[src/design/fbde_pkg.sv]
// ----------------------------------------------------------------------------
// Framebuffer draw engine package
// Shared widths, codes, controller/datapath interface types and the RGB565
// colour conversion functions.
// ----------------------------------------------------------------------------
package fbde_pkg;

    localparam int DEF_MAX_WIDTH  = 64;
    localparam int DEF_MAX_HEIGHT = 64;

    localparam int COORD_W    = 12;
    localparam int SIZE_W     = 12;
    localparam int SRC_W      = 11;
    localparam int AREA_W     = 12;
    localparam int COLOR_W    = 24;
    localparam int PIX_W      = 16;
    localparam int SPAN_W     = 14;
    localparam int SXY_W      = 13;
    localparam int LIN_W      = 24;
    localparam int SRC_LIN_W  = 26;
    localparam int MUL_A_W    = 13;
    localparam int PROD_W     = MUL_A_W + AREA_W;
    localparam int CFG_IDX_W  = 2;
    localparam int CFG_DATA_W = 12;

    localparam logic [AREA_W-1:0] AREA_WIDTH_RST  = AREA_W'(64);
    localparam logic [AREA_W-1:0] AREA_HEIGHT_RST = AREA_W'(64);

    typedef enum logic [1:0] {
        OP_SET_PIXEL = 2'd0,
        OP_GET_PIXEL = 2'd1,
        OP_FILL_RECT = 2'd2,
        OP_COPY_RECT = 2'd3
    } op_t;

    typedef enum logic [CFG_IDX_W-1:0] {
        CFG_AREA_WIDTH  = 2'd0,
        CFG_AREA_HEIGHT = 2'd1,
        CFG_NATIVE_MODE = 2'd2
    } cfg_idx_t;

    typedef enum logic [3:0] {
        ST_CLEAR,
        ST_IDLE,
        ST_PIX_ADDR,
        ST_PIX_EXEC,
        ST_RECT_SETUP,
        ST_RECT_SRC,
        ST_ROW_START,
        ST_FILL,
        ST_COPY_RD,
        ST_COPY_WR,
        ST_DONE
    } state_t;

    typedef struct packed {
        logic capture;
        logic clear_wr;
        logic mul_dst;
        logic mul_src;
        logic row_begin;
        logic row_next;
        logic col_next;
        logic mem_write;
        logic write_copy;
        logic mem_read;
        logic read_src;
        logic load_result;
    } cmd_t;

    typedef struct packed {
        op_t  op;
        logic clr_last;
        logic px_ok;
        logic row_live;
        logic pix_live;
        logic src_ok;
        logic out_busy;
    } sts_t;

    function automatic logic [PIX_W-1:0] pack565(input logic [COLOR_W-1:0] c,
                                                 input logic native);
        logic [PIX_W-1:0] p;
        if (native)
        begin
            p = c[PIX_W-1:0];
        end
        else
        begin
            p = {c[23:19], c[15:10], c[7:3]};
        end
        return p;
    endfunction

    function automatic logic [COLOR_W-1:0] unpack565(input logic [PIX_W-1:0] p,
                                                     input logic native);
        logic [COLOR_W-1:0] c;
        if (native)
        begin
            c = {8'd0, p};
        end
        else
        begin
            c = {p[15:11], 3'd0, p[10:5], 2'd0, p[4:0], 3'd0};
        end
        return c;
    endfunction

endpackage

[src/design/fbde_ctrl.sv]
// ----------------------------------------------------------------------------
// Framebuffer draw engine controller
// State machine that sequences the store clearing pass, single pixel
// transactions and the row/column walk of fill and copy rectangles.
// ----------------------------------------------------------------------------
module fbde_ctrl
    import fbde_pkg::*;
(
    input  logic       clk,
    input  logic       rst_n,
    input  logic       in_valid,
    input  logic [1:0] opcode,
    output logic       in_ready,
    input  sts_t       sts,
    output cmd_t       cmd
);

    state_t state_reg;
    state_t state_next;
    op_t    in_op;

    assign in_op = op_t'(opcode);

    always_ff @(posedge clk or negedge rst_n)
    begin
        if (!rst_n)
        begin
            state_reg <= ST_CLEAR;
        end
        else
        begin
            state_reg <= state_next;
        end
    end

    always_comb
    begin
        state_next = state_reg;
        unique case (state_reg)
            ST_CLEAR:
            begin
                if (sts.clr_last)
                begin
                    state_next = ST_IDLE;
                end
            end
            ST_IDLE:
            begin
                if (in_valid)
                begin
                    if (in_op == OP_SET_PIXEL || in_op == OP_GET_PIXEL)
                    begin
                        state_next = ST_PIX_ADDR;
                    end
                    else
                    begin
                        state_next = ST_RECT_SETUP;
                    end
                end
            end
            ST_PIX_ADDR:
            begin
                state_next = ST_PIX_EXEC;
            end
            ST_PIX_EXEC:
            begin
                state_next = ST_DONE;
            end
            ST_RECT_SETUP:
            begin
                if (sts.op == OP_COPY_RECT)
                begin
                    state_next = ST_RECT_SRC;
                end
                else
                begin
                    state_next = ST_ROW_START;
                end
            end
            ST_RECT_SRC:
            begin
                state_next = ST_ROW_START;
            end
            ST_ROW_START:
            begin
                if (!sts.row_live)
                begin
                    state_next = ST_DONE;
                end
                else if (sts.op == OP_COPY_RECT)
                begin
                    state_next = ST_COPY_RD;
                end
                else
                begin
                    state_next = ST_FILL;
                end
            end
            ST_FILL:
            begin
                if (!sts.pix_live)
                begin
                    state_next = ST_ROW_START;
                end
            end
            ST_COPY_RD:
            begin
                if (sts.pix_live)
                begin
                    state_next = ST_COPY_WR;
                end
                else
                begin
                    state_next = ST_ROW_START;
                end
            end
            ST_COPY_WR:
            begin
                state_next = ST_COPY_RD;
            end
            ST_DONE:
            begin
                if (!sts.out_busy)
                begin
                    state_next = ST_IDLE;
                end
            end
            default:
            begin
                state_next = ST_CLEAR;
            end
        endcase
    end

    always_comb
    begin
        cmd      = '0;
        in_ready = 1'b0;
        unique case (state_reg)
            ST_CLEAR:
            begin
                cmd.clear_wr = 1'b1;
            end
            ST_IDLE:
            begin
                in_ready    = 1'b1;
                cmd.capture = in_valid;
            end
            ST_PIX_ADDR:
            begin
                cmd.mul_dst = 1'b1;
            end
            ST_PIX_EXEC:
            begin
                if (sts.op == OP_SET_PIXEL)
                begin
                    cmd.mem_write = sts.px_ok;
                end
                else
                begin
                    cmd.mem_read = sts.px_ok;
                end
            end
            ST_RECT_SETUP:
            begin
                cmd.mul_dst = 1'b1;
            end
            ST_RECT_SRC:
            begin
                cmd.mul_src = 1'b1;
            end
            ST_ROW_START:
            begin
                cmd.row_begin = sts.row_live;
            end
            ST_FILL:
            begin
                if (sts.pix_live)
                begin
                    cmd.mem_write = 1'b1;
                    cmd.col_next  = 1'b1;
                end
                else
                begin
                    cmd.row_next = 1'b1;
                end
            end
            ST_COPY_RD:
            begin
                if (sts.pix_live)
                begin
                    cmd.mem_read = sts.src_ok;
                    cmd.read_src = 1'b1;
                end
                else
                begin
                    cmd.row_next = 1'b1;
                end
            end
            ST_COPY_WR:
            begin
                cmd.mem_write  = 1'b1;
                cmd.write_copy = 1'b1;
                cmd.col_next   = 1'b1;
            end
            ST_DONE:
            begin
                cmd.load_result = !sts.out_busy;
            end
            default:
            begin
                cmd = '0;
            end
        endcase
    end

endmodule

[config.mk]
export PLATFORM = sky130hd
export DESIGN_NAME = fbde_ctrl
export DESIGN_NICKNAME = d
export VERILOG_FILES = /design/src/design/fbde_pkg.sv /design/src/design/fbde_ctrl.sv
export SDC_FILE = /design/constraint.sdc
export NUM_CORES = 1
export LEC_CHECK = 0
export BUFFER_PORTS_ARGS = -buffer_cell sky130_fd_sc_hd__buf_4
export CAP_MARGIN = 10
export CORE_AREA = 2 2 39 41
export CTS_CLUSTER_DIAMETER = 120
export DETAILED_ROUTE_END_ITERATION = 8
export DIE_AREA = 0 0 41 43
export PLACE_DENSITY = 0.73
export SLEW_MARGIN = 10
export SYNTH_ARGS = -nofsm -noshare
export SYNTH_HDL_FRONTEND = slang
export SYNTH_SLANG_ARGS = --single-unit
[constraint.sdc]
create_clock -name clk -period 3.6 [get_ports clk]
set_input_delay 0 -clock clk [delete_from_list [all_inputs] [get_ports clk]]
set_output_delay 0 -clock clk [all_outputs]
set_load 0.01 [all_outputs]
==> impl_metrics.tcl, run 1 <==
set metrics [dict create \
    status "finished, final reports clean" \
    netSwitchingFraction_pct 48.2 \
    htreeDepth 1 \
    cp_max_fo 19 \
    grt_pass1_wl_microns 2370 \
    reg2reg_depth 4 \
    ctsRootBufferMaster "clkbuf_4" \
    drc 0 \
    period_needed_ns 1.77 \
    crit_path_end_kind "output pin" \
    synthesis.nets 82 \
    p_leak_uw 0.000342 \
    fillers 138 \
    nets 107 \
    holdWs_ns 0.0959 \
    mappedNetlistArea_sq_um 556 \
    area_delta_synth_final_pct 34.2 \
    die_area_sq_um 1760 \
    cts_resized 0 \
    fmax_ghz 0.565 \
    core.rowCount 14 \
    fin_skew_ns 0.00249 \
    synthCells 69 \
    crit_required_ns 3.60 \
    grt_max_degree 20 \
    synth_cell_types 35 \
    finalSetupViolations 0 \
    num_vias 605 \
    finalHoldViolCount 0 \
    avgSynthCellArea_sq_um 8.05 \
    worst_slack_ns 1.83 \
    crit_path_start_kind "flip-flop" \
    ys_ff_latch 4 \
    crit_slowest_cell "dfrtp_1" \
    postCtsSetupBuffers 0 \
    cp.arrival_ns 1.77 \
    die_y_microns 43 \
    cts_made_buffers 3 \
    crit_family "flip-flops" \
    cts_tree "done" \
    final_area_sq_um 746 \
    drtAntennaViolNets 0 \
    worst_slew_pin_slew_ns 0.632 \
    pwr-share-comb_pct 60.2 \
    place_hpwl_microns 1010 \
    maxCapViolCount 0 \
    p_clk_share_pct 10.6 \
    placement.io_buffers 24 \
    grt_use_total_pct 19.0 \
    relSlewSlack_pct 57.8 \
    insertion_delay_ns 0.24 \
    finalCritPeriodShare_pct 49.2 \
    intPower_uw 274 \
    reg2reg_from "state_reg[3]" \
    critical-path-max-stage-delay_ns 0.74 \
    grt_pass1_vias 544 \
    clock_path_buffers 2 \
    min_path_type "in2async" \
    drtPass1Iterations 4 \
    core_area_sq_um 1380 \
    path_clk_slew_ns 0.04 \
    layout-drive-gt1-share_pct 39.1 \
    timing.rr.end "state_reg[1]" \
    synth-seq-area-share_pct 18.0 \
    hold_buffers 1 \
    setup_tns_ns 0 \
    cts_sinks 4 \
    synth_warnings 0 \
    crit_cells 5 \
    wirelength_microns 1380 \
    slew_violations 0 \
    rsz0062_at_grt "no" \
    crit_type "reg2out" \
    wl_per_cell_microns 12.8 \
    die_w_microns 41 \
    power_density_nw_per_um2 709 \
    ioPinCount 26 \
    gp_congestion 0.798 \
    grt_overflow 0 \
    ir_drop_v 0.000323 \
    largest_reg_flops 4 \
    viasPerCell 5.60 \
    regToRegSetupSlack_ns 2.01 \
    dr.first_iter.drc_count 12 \
    p_switching_uw 255 \
    initial_core_util_pct 40.1 \
    antenna_found_initial 0 \
    diodes 0 \
    seq_power_share_pct 29.3 \
    worstPathCellList "and4b_1, nand2_1, o21ai_1, a41o_1, buf_4" \
    critical_path_buf_inv_count 1 \
    placed_cell_area_sq_um 713 \
    dp_slack_ns 2.01 \
]
[final cells by class]
class	instances	area, sq um	share of cell area (%)
multi-input cells	57	402	53.9
repair buffers	25	190	25.5
flip-flops and latches	4	100	13.4
clock buffers	3	22.5	3.02
well taps	16	20.0	2.68
inverters	3	11.3	1.51
[layer usage]
layer,track usage [%],part of all wire [%],vias up,routed length [microns]
li1,-,-,306,-
met1,26.4,46,281,628
met3,4.71,5.1,0,70
met5,0,0,-,0
met4,4.00,0,0,0
met2,28.7,49,18,679
[worst max path at each step]
stage | slack, ns | end | startpoint
finish | 1.83 | cmd[4] | state_reg[0]
global placement | 2.06 | state_reg[1] | state_reg[2]
detailed placement | 2.01 | state_reg[1] | state_reg[3]
global route | 1.66 | cmd[11] | state_reg[0]
floorplan | 2.38 | state_reg[0] | state_reg[2]
CTS | 1.81 | cmd[4] | state_reg[0]
[cells in the final DEF, fill, tap and decap left out, types with 3 or more instances in the layout]
master	count
clkbuf_4	3
nand3_1	3
buf_4	24
nor2b_1	3
dfrtp_1	4
nor2_1	7
nand2b_1	3
nand2_1	3
o21ai_1	4
nor3_1	3
[Yosys cell counts]
master     instances  area share [%]
nor2_1             7             4.7
dfrtp_1            4              18
o21ai_1            4             3.6
nand2_1            3             2.0
nand2b_1           3             3.4
nand3_1            3             2.7
nor2b_1            3             3.4
nor3_1             3             2.7
a21o_1             2             2.7
a221oi_2           2             5.4
a22oi_1            2             2.7
and2_1             2             2.3
buf_4              2             2.7
buf_6              2             4.1
inv_1              2             1.4
mux2i_1            2             3.6
nand3b_1           2             2.7
nor3b_2            2             4.5
nor4_1             2             2.3
o21ai_2            2             3.2
a21boi_0           1             1.4
a21oi_1            1            0.90
a31oi_1            1             1.1
a41o_1             1             1.8
and2_2             1             1.4
and4b_1            1             1.8
buf_2              1            0.90
inv_2              1            0.68
nand4bb_1          1             2.0
nor4b_2            1             2.7
nor4bb_1           1             1.8
o211ai_1           1             1.4
o22ai_1            1             1.1
o2bb2ai_1          1             1.6
xnor2_1            1             1.6
[power groups by stage]
| stage | sequential, uW | clock [uW] | combinational (uW) |
|---|---|---|---|
| 4_1_cts | 155 | 59.3 | 320 |
| 6_report | 155 | 55.9 | 318 |
| 3_3_place_gp | 154 | 0 | 314 |
| 5_1_grt | 165 | 63.2 | 353 |
| 2_1_floorplan | 82.2 | 0 | 307 |
| 3_5_place_dp | 154 | 0 | 317 |
[worst reg2reg max path, delay by kind of cell, from the launching register on]
kind	cells	cell delay, ns
DFF	1	0.65
and+or+nand+nor	2	0.58
AOI/OAI and AO/OA	2	0.29
[per-stage QoR]
stage | utilization (%) | cells | total power [uW]
after floorplan | - | 69 | 390
after global placement | 51.5 | 104 | 468
after detailed placement | 51.5 | 104 | 472
after CTS | 53.9 | 108 | 533
after global routing | 53.9 | 108 | 582
final | 53.9 | 108 | 529
[logic make-up (layout without fill, tap and decap cells)]
family / after synthesis / count (layout) / share of synthesized area, %
and+or+nand+nor: 35 / 35 / 40.3
AOI/OAI and AO/OA: 19 / 19 / 26.8
buffers and inverters: 8 / 31 / 9.68
DFF: 4 / 4 / 18.0
muxes: 2 / 2 / 3.60
xor gates and xnor gates: 1 / 1 / 1.58
No activity file was read; power rests on OpenSTA's default activity.
==> run 2: changes to the inputs <==
clock period = 1.8 ns   (was 3.6 ns; I/O delays follow)
==> run 2 against run 1 <==
- total power up 100%
- routed wire length decreased by 0.22%
- via count up 3.6%
- critical path type unchanged
- largest cell class unchanged
==> impl_metrics.tcl, run 2 (synthesis gave the netlist of run 1 again) <==
set metrics [dict create \
    worst_slew_pin_slew_ns 0.496 \
    postCtsSetupBuffers 0 \
    dr.first_iter.drc_count 14 \
    drc 0 \
    viasPerCell 5.70 \
    intPower_uw 570 \
    slew_violations 0 \
    status "finished, final reports clean" \
    insertion_delay_ns 0.23 \
    grt_pass1_vias 553 \
    layout-drive-gt1-share_pct 41.5 \
    rsz0062_at_grt "no" \
    gp_congestion 0.787 \
    cp.arrival_ns 1.64 \
    ioPinCount 26 \
    grt_use_total_pct 17.6 \
    finalCritPeriodShare_pct 91.3 \
    core.rowCount 14 \
    maxCapViolCount 0 \
    die_area_sq_um 1760 \
    grt_pass1_wl_microns 2260 \
    cts_made_buffers 3 \
    die_w_microns 41 \
    ctsRootBufferMaster "clkbuf_4" \
    crit_required_ns 1.80 \
    drtAntennaViolNets 0 \
    ir_drop_v 0.000619 \
    p_leak_uw 0.000352 \
    fin_skew_ns 0.00346 \
    dp_slack_ns 0.258 \
    crit_path_start_kind "flip-flop" \
    die_y_microns 43 \
    worst_slack_ns 0.157 \
    nets 109 \
    final_area_sq_um 762 \
    area_delta_synth_final_pct 37.2 \
    diodes 0 \
    min_path_type "in2async" \
    p_switching_uw 513 \
    wirelength_microns 1380 \
    layout_commonest_cell "buf_4" \
    grt_overflow 0 \
    path_clk_slew_ns 0.04 \
    fmax_ghz 0.609 \
    finalHoldViolCount 0 \
    place_hpwl_microns 1060 \
    clock_path_buffers 2 \
    placement.io_buffers 24 \
    cts_sinks 4 \
    core_area_sq_um 1380 \
    relSlewSlack_pct 66.9 \
    fillers 129 \
    finalSetupViolations 0 \
    seq_power_share_pct 25.9 \
    num_vias 627 \
    wl_per_cell_microns 12.5 \
    crit_type "reg2out" \
    p_clk_share_pct 10.0 \
    htreeDepth 1 \
    final_cell_mix "buf_4, nor2_1, o21ai_1" \
    drtPass1Iterations 4 \
    cts_tree "done" \
    holdWs_ns 0.103 \
    cp_max_fo 13 \
    placed_cell_area_sq_um 728 \
    netSwitchingFraction_pct 47.4 \
    crit_path_end_kind "output pin" \
    antenna_found_initial 0 \
    pwr-share-comb_pct 64.2 \
    setup_tns_ns 0 \
    initial_core_util_pct 40.1 \
    largest_reg_flops 4 \
    power_density_nw_per_um2 1420 \
    period_needed_ns 1.64 \
    grt_max_degree 20 \
]
-- run 2: changes by cell type in the layout (fill, tap and decap cells not counted) --
| cell | delta |
|---|---|
| dfrtp_2 | +1 |
| buf_4 | +2 |
| dfrtp_1 | -1 |
-- run 2: critical path, stage by stage, from the launching register on --
cell     delay [ns]
dfrtp_1        0.55
nor4b_2        0.39
and2_2         0.23
nand2_1        0.05
o21ai_1        0.06
buf_4          0.13
-- run 2: final timing paths --
| check | from | to | slack [ns] | cells past startpoint |
|---|---|---|---|---|
| setup / recovery | state_reg[1] | cmd[2] | 0.16 | 5 |
| hold / removal | rst_n | state_reg[2] | 0.10 | 2 |
| setup reg to reg | state_reg[1] | state_reg[1] | 0.30 | 4 |
| hold reg to reg | state_reg[0] | state_reg[0] | 0.74 | 1 |
| max in group asynchronous | rst_n | state_reg[0] | 1.59 | 2 |
| min in group clk | sts[3] | state_reg[1] | 0.21 | 4 |
-- run 2: per-stage QoR --
stage               power (uW)  util [%]  instances
finish                    1080      55.1        110
detailed placement         966      52.6        106
floorplan                  779         -         69
global placement           956      52.6        106
CTS                       1080      55.0        110
global route              1160      55.1        110
-- run 2: final cells by class --
cell class	instances	area (sq um)	share of cell area, %
clock buffer	3	22.5	2.96
inverter	3	11.3	1.48
multi-input combinational	57	402	52.7
sequential	4	101	13.3
tap	16	20.0	2.63
timing repair buffer	27	205	26.9
-- run 2: per-layer routing --
layer | part of all wire (%) | global-route usage (%)
met1 | 43 | 25.2
met2 | 50 | 28.1
met3 | 5.7 | 0
met4 | 0.95 | 4.67
met5 | 0 | 0
-- run 2: timing repair --
item,CTS,global route
hold buffers,1,0
setup endpoints to repair,0,2
endpoints found under the hold margin,4,0
resized for setup,0,1
-- run 2: power groups by stage --
stage | Combinational, uW | Clock, uW | Sequential (uW)
finish | 694 | 108 | 280
CTS | 696 | 110 | 276
detailed placement | 690 | 0 | 276
global route | 756 | 113 | 296
global placement | 681 | 0 | 275
floorplan | 615 | 0 | 164
==> run 3: changes to the inputs <==
MAX_ROUTING_LAYER = met4   (was unset)
==> run 3 against run 2 <==
- utilization unchanged
- first-iteration DRC count unchanged
- highest routed layer unchanged
- sequential power is essentially flat
- flip-flop and latch count is the same
- routed wire length is 0.29% higher
- total power about the same
- largest power group unchanged
- worst setup slack got worse by 0.011 ns
- final cell count stayed put
- clock power about the same
==> impl_metrics.tcl, run 3 (synthesis gave the netlist of run 1 again) <==
set metrics [dict create \
    status "finished, final reports clean" \
    crit_path_end "cmd[2]" \
    fin_skew_ns 0.00333 \
    insertion_delay_ns 0.23 \
    crit_required_ns 1.80 \
    drtAntennaViolNets 0 \
    layout-drive-gt1-share_pct 41.5 \
    viasPerCell 5.74 \
    grt_pass1_wl_microns 2260 \
    postCtsSetupBuffers 0 \
    die_w_microns 41 \
    drc 0 \
    clock_path_buffers 2 \
    area_delta_synth_final_pct 37.2 \
    ir_drop_v 0.000620 \
    cp.arrival_ns 1.65 \
    drtPass1Iterations 4 \
    initial_core_util_pct 40.1 \
    crit_path_start_kind "flip-flop" \
    crit_path_end_kind "output pin" \
    finalCritPeriodShare_pct 91.9 \
    intPower_uw 570 \
    post-place-cells 106 \
    pwr-share-comb_pct 64.2 \
    reg2reg_depth 4 \
    power_density_nw_per_um2 1420 \
    core_area_sq_um 1380 \
    netSwitchingFraction_pct 47.4 \
    stdcell_count 110 \
    final_cell_mix "buf_4, nor2_1, o21ai_1" \
    period_needed_ns 1.65 \
    ctsRootBufferMaster "clkbuf_4" \
    diodes 0 \
    worst_slew_pin_slew_ns 0.505 \
    p_switching_uw 513 \
    relSlewSlack_pct 66.3 \
    layout_commonest_cell "buf_4" \
    finalSetupViolations 0 \
    timing.rr.end "state_reg[1]" \
    path_clk_slew_ns 0.04 \
    die_area_sq_um 1760 \
    wl_per_cell_microns 12.5 \
    crit_type "reg2out" \
    cp_max_fo 13 \
    grt_overflow 0 \
    placement.io_buffers 24 \
    cts_made_buffers 3 \
    grt_pass1_vias 555 \
    num_vias 631 \
    core.rowCount 14 \
    htreeDepth 1 \
    rsz0062_at_grt "no" \
    gp_congestion 0.798 \
    reg2reg_from "state_reg[1]" \
    setup_tns_ns 0 \
    regToRegSetupSlack_ns 0.28 \
    die_y_microns 43 \
    wirelength_microns 1380 \
    antenna_found_initial 0 \
    min_path_type "in2async" \
    nets 109 \
    place_hpwl_microns 1060 \
    ioPinCount 26 \
    grt_use_total_pct 18.0 \
    cts_sinks 4 \
    holdWs_ns 0.103 \
    maxCapViolCount 0 \
    fmax_ghz 0.605 \
    cts_tree "done" \
    dr.first_iter.drc_count 14 \
    largest_reg_flops 4 \
    finalHoldViolCount 0 \
    seq_power_share_pct 25.8 \
    slew_violations 0 \
    p_clk_share_pct 10.0 \
    crit_start "state_reg[1]" \
    p_leak_uw 0.000352 \
    grt_max_degree 20 \
]
==> run 3: metal layers <==
layer	wire (microns)	GRT usage, %
met5	0	-
met3	88	0
met4	13	4.67
met2	689	28.1
met1	587	25.2
==> run 3: metrics by stage <==
stage                     total power (uW)  instance area (sq um)  utilization [%]  worst slack (ns)
after floorplan                        779                    556                -             0.575
after global routing                  1160                    762             55.1            0.0262
after global placement                 956                    728             52.6             0.289
after detailed placement               966                    728             52.6             0.258
after CTS                             1080                    761             55.0            0.0424
final                                 1080                    762             55.1             0.146
==> run 3: repair_timing <==
| action | in CTS | in global routing |
|---|---|---|
| endpoints found under the hold margin | 4 | 0 |
| hold buffers | 1 | 0 |
| resized for setup | 0 | 1 |
| endpoints found under the setup margin | 0 | 2 |
==> run 3: worst min path at each step <==
stage / endpoint / start / slack (ns) / cells after the start
after global routing: state_reg[2] / rst_n / 0.12 / 2
after CTS: state_reg[2] / rst_n / 0.1 / 2
after floorplan: state_reg[0] / rst_n / -0.30 / 0
after detailed placement: state_reg[3] / rst_n / -0.20 / 1
final: state_reg[2] / rst_n / 0.10 / 2
after global placement: state_reg[3] / rst_n / -0.21 / 1
==> run 3: critical path, stage by stage, from the launching register on <==
cell and delay, ns:
dfrtp_1 0.55, nor4b_2 0.40, and2_2 0.23, nand2_1 0.05
o21ai_1 0.06, buf_4 0.13
==> run 3: power groups by stage <==
| stage | Sequential, uW | Clock (uW) | Combinational, uW |
|---|---|---|---|
| 6_report | 280 | 108 | 695 |
| 5_1_grt | 296 | 113 | 756 |
| 4_1_cts | 276 | 110 | 696 |
| 3_5_place_dp | 276 | 0 | 690 |
| 3_3_place_gp | 275 | 0 | 681 |
| 2_1_floorplan | 164 | 0 | 615 |
==> run 3: final cells by class <==
type                    instances  area, sq um
fillers                       129          622
inverters                       3         11.3
flip-flops and latches          4          101
well taps                      16         20.0
multi-input cells              57          402
clock buffers                   3         22.5
repair buffers                 27          205
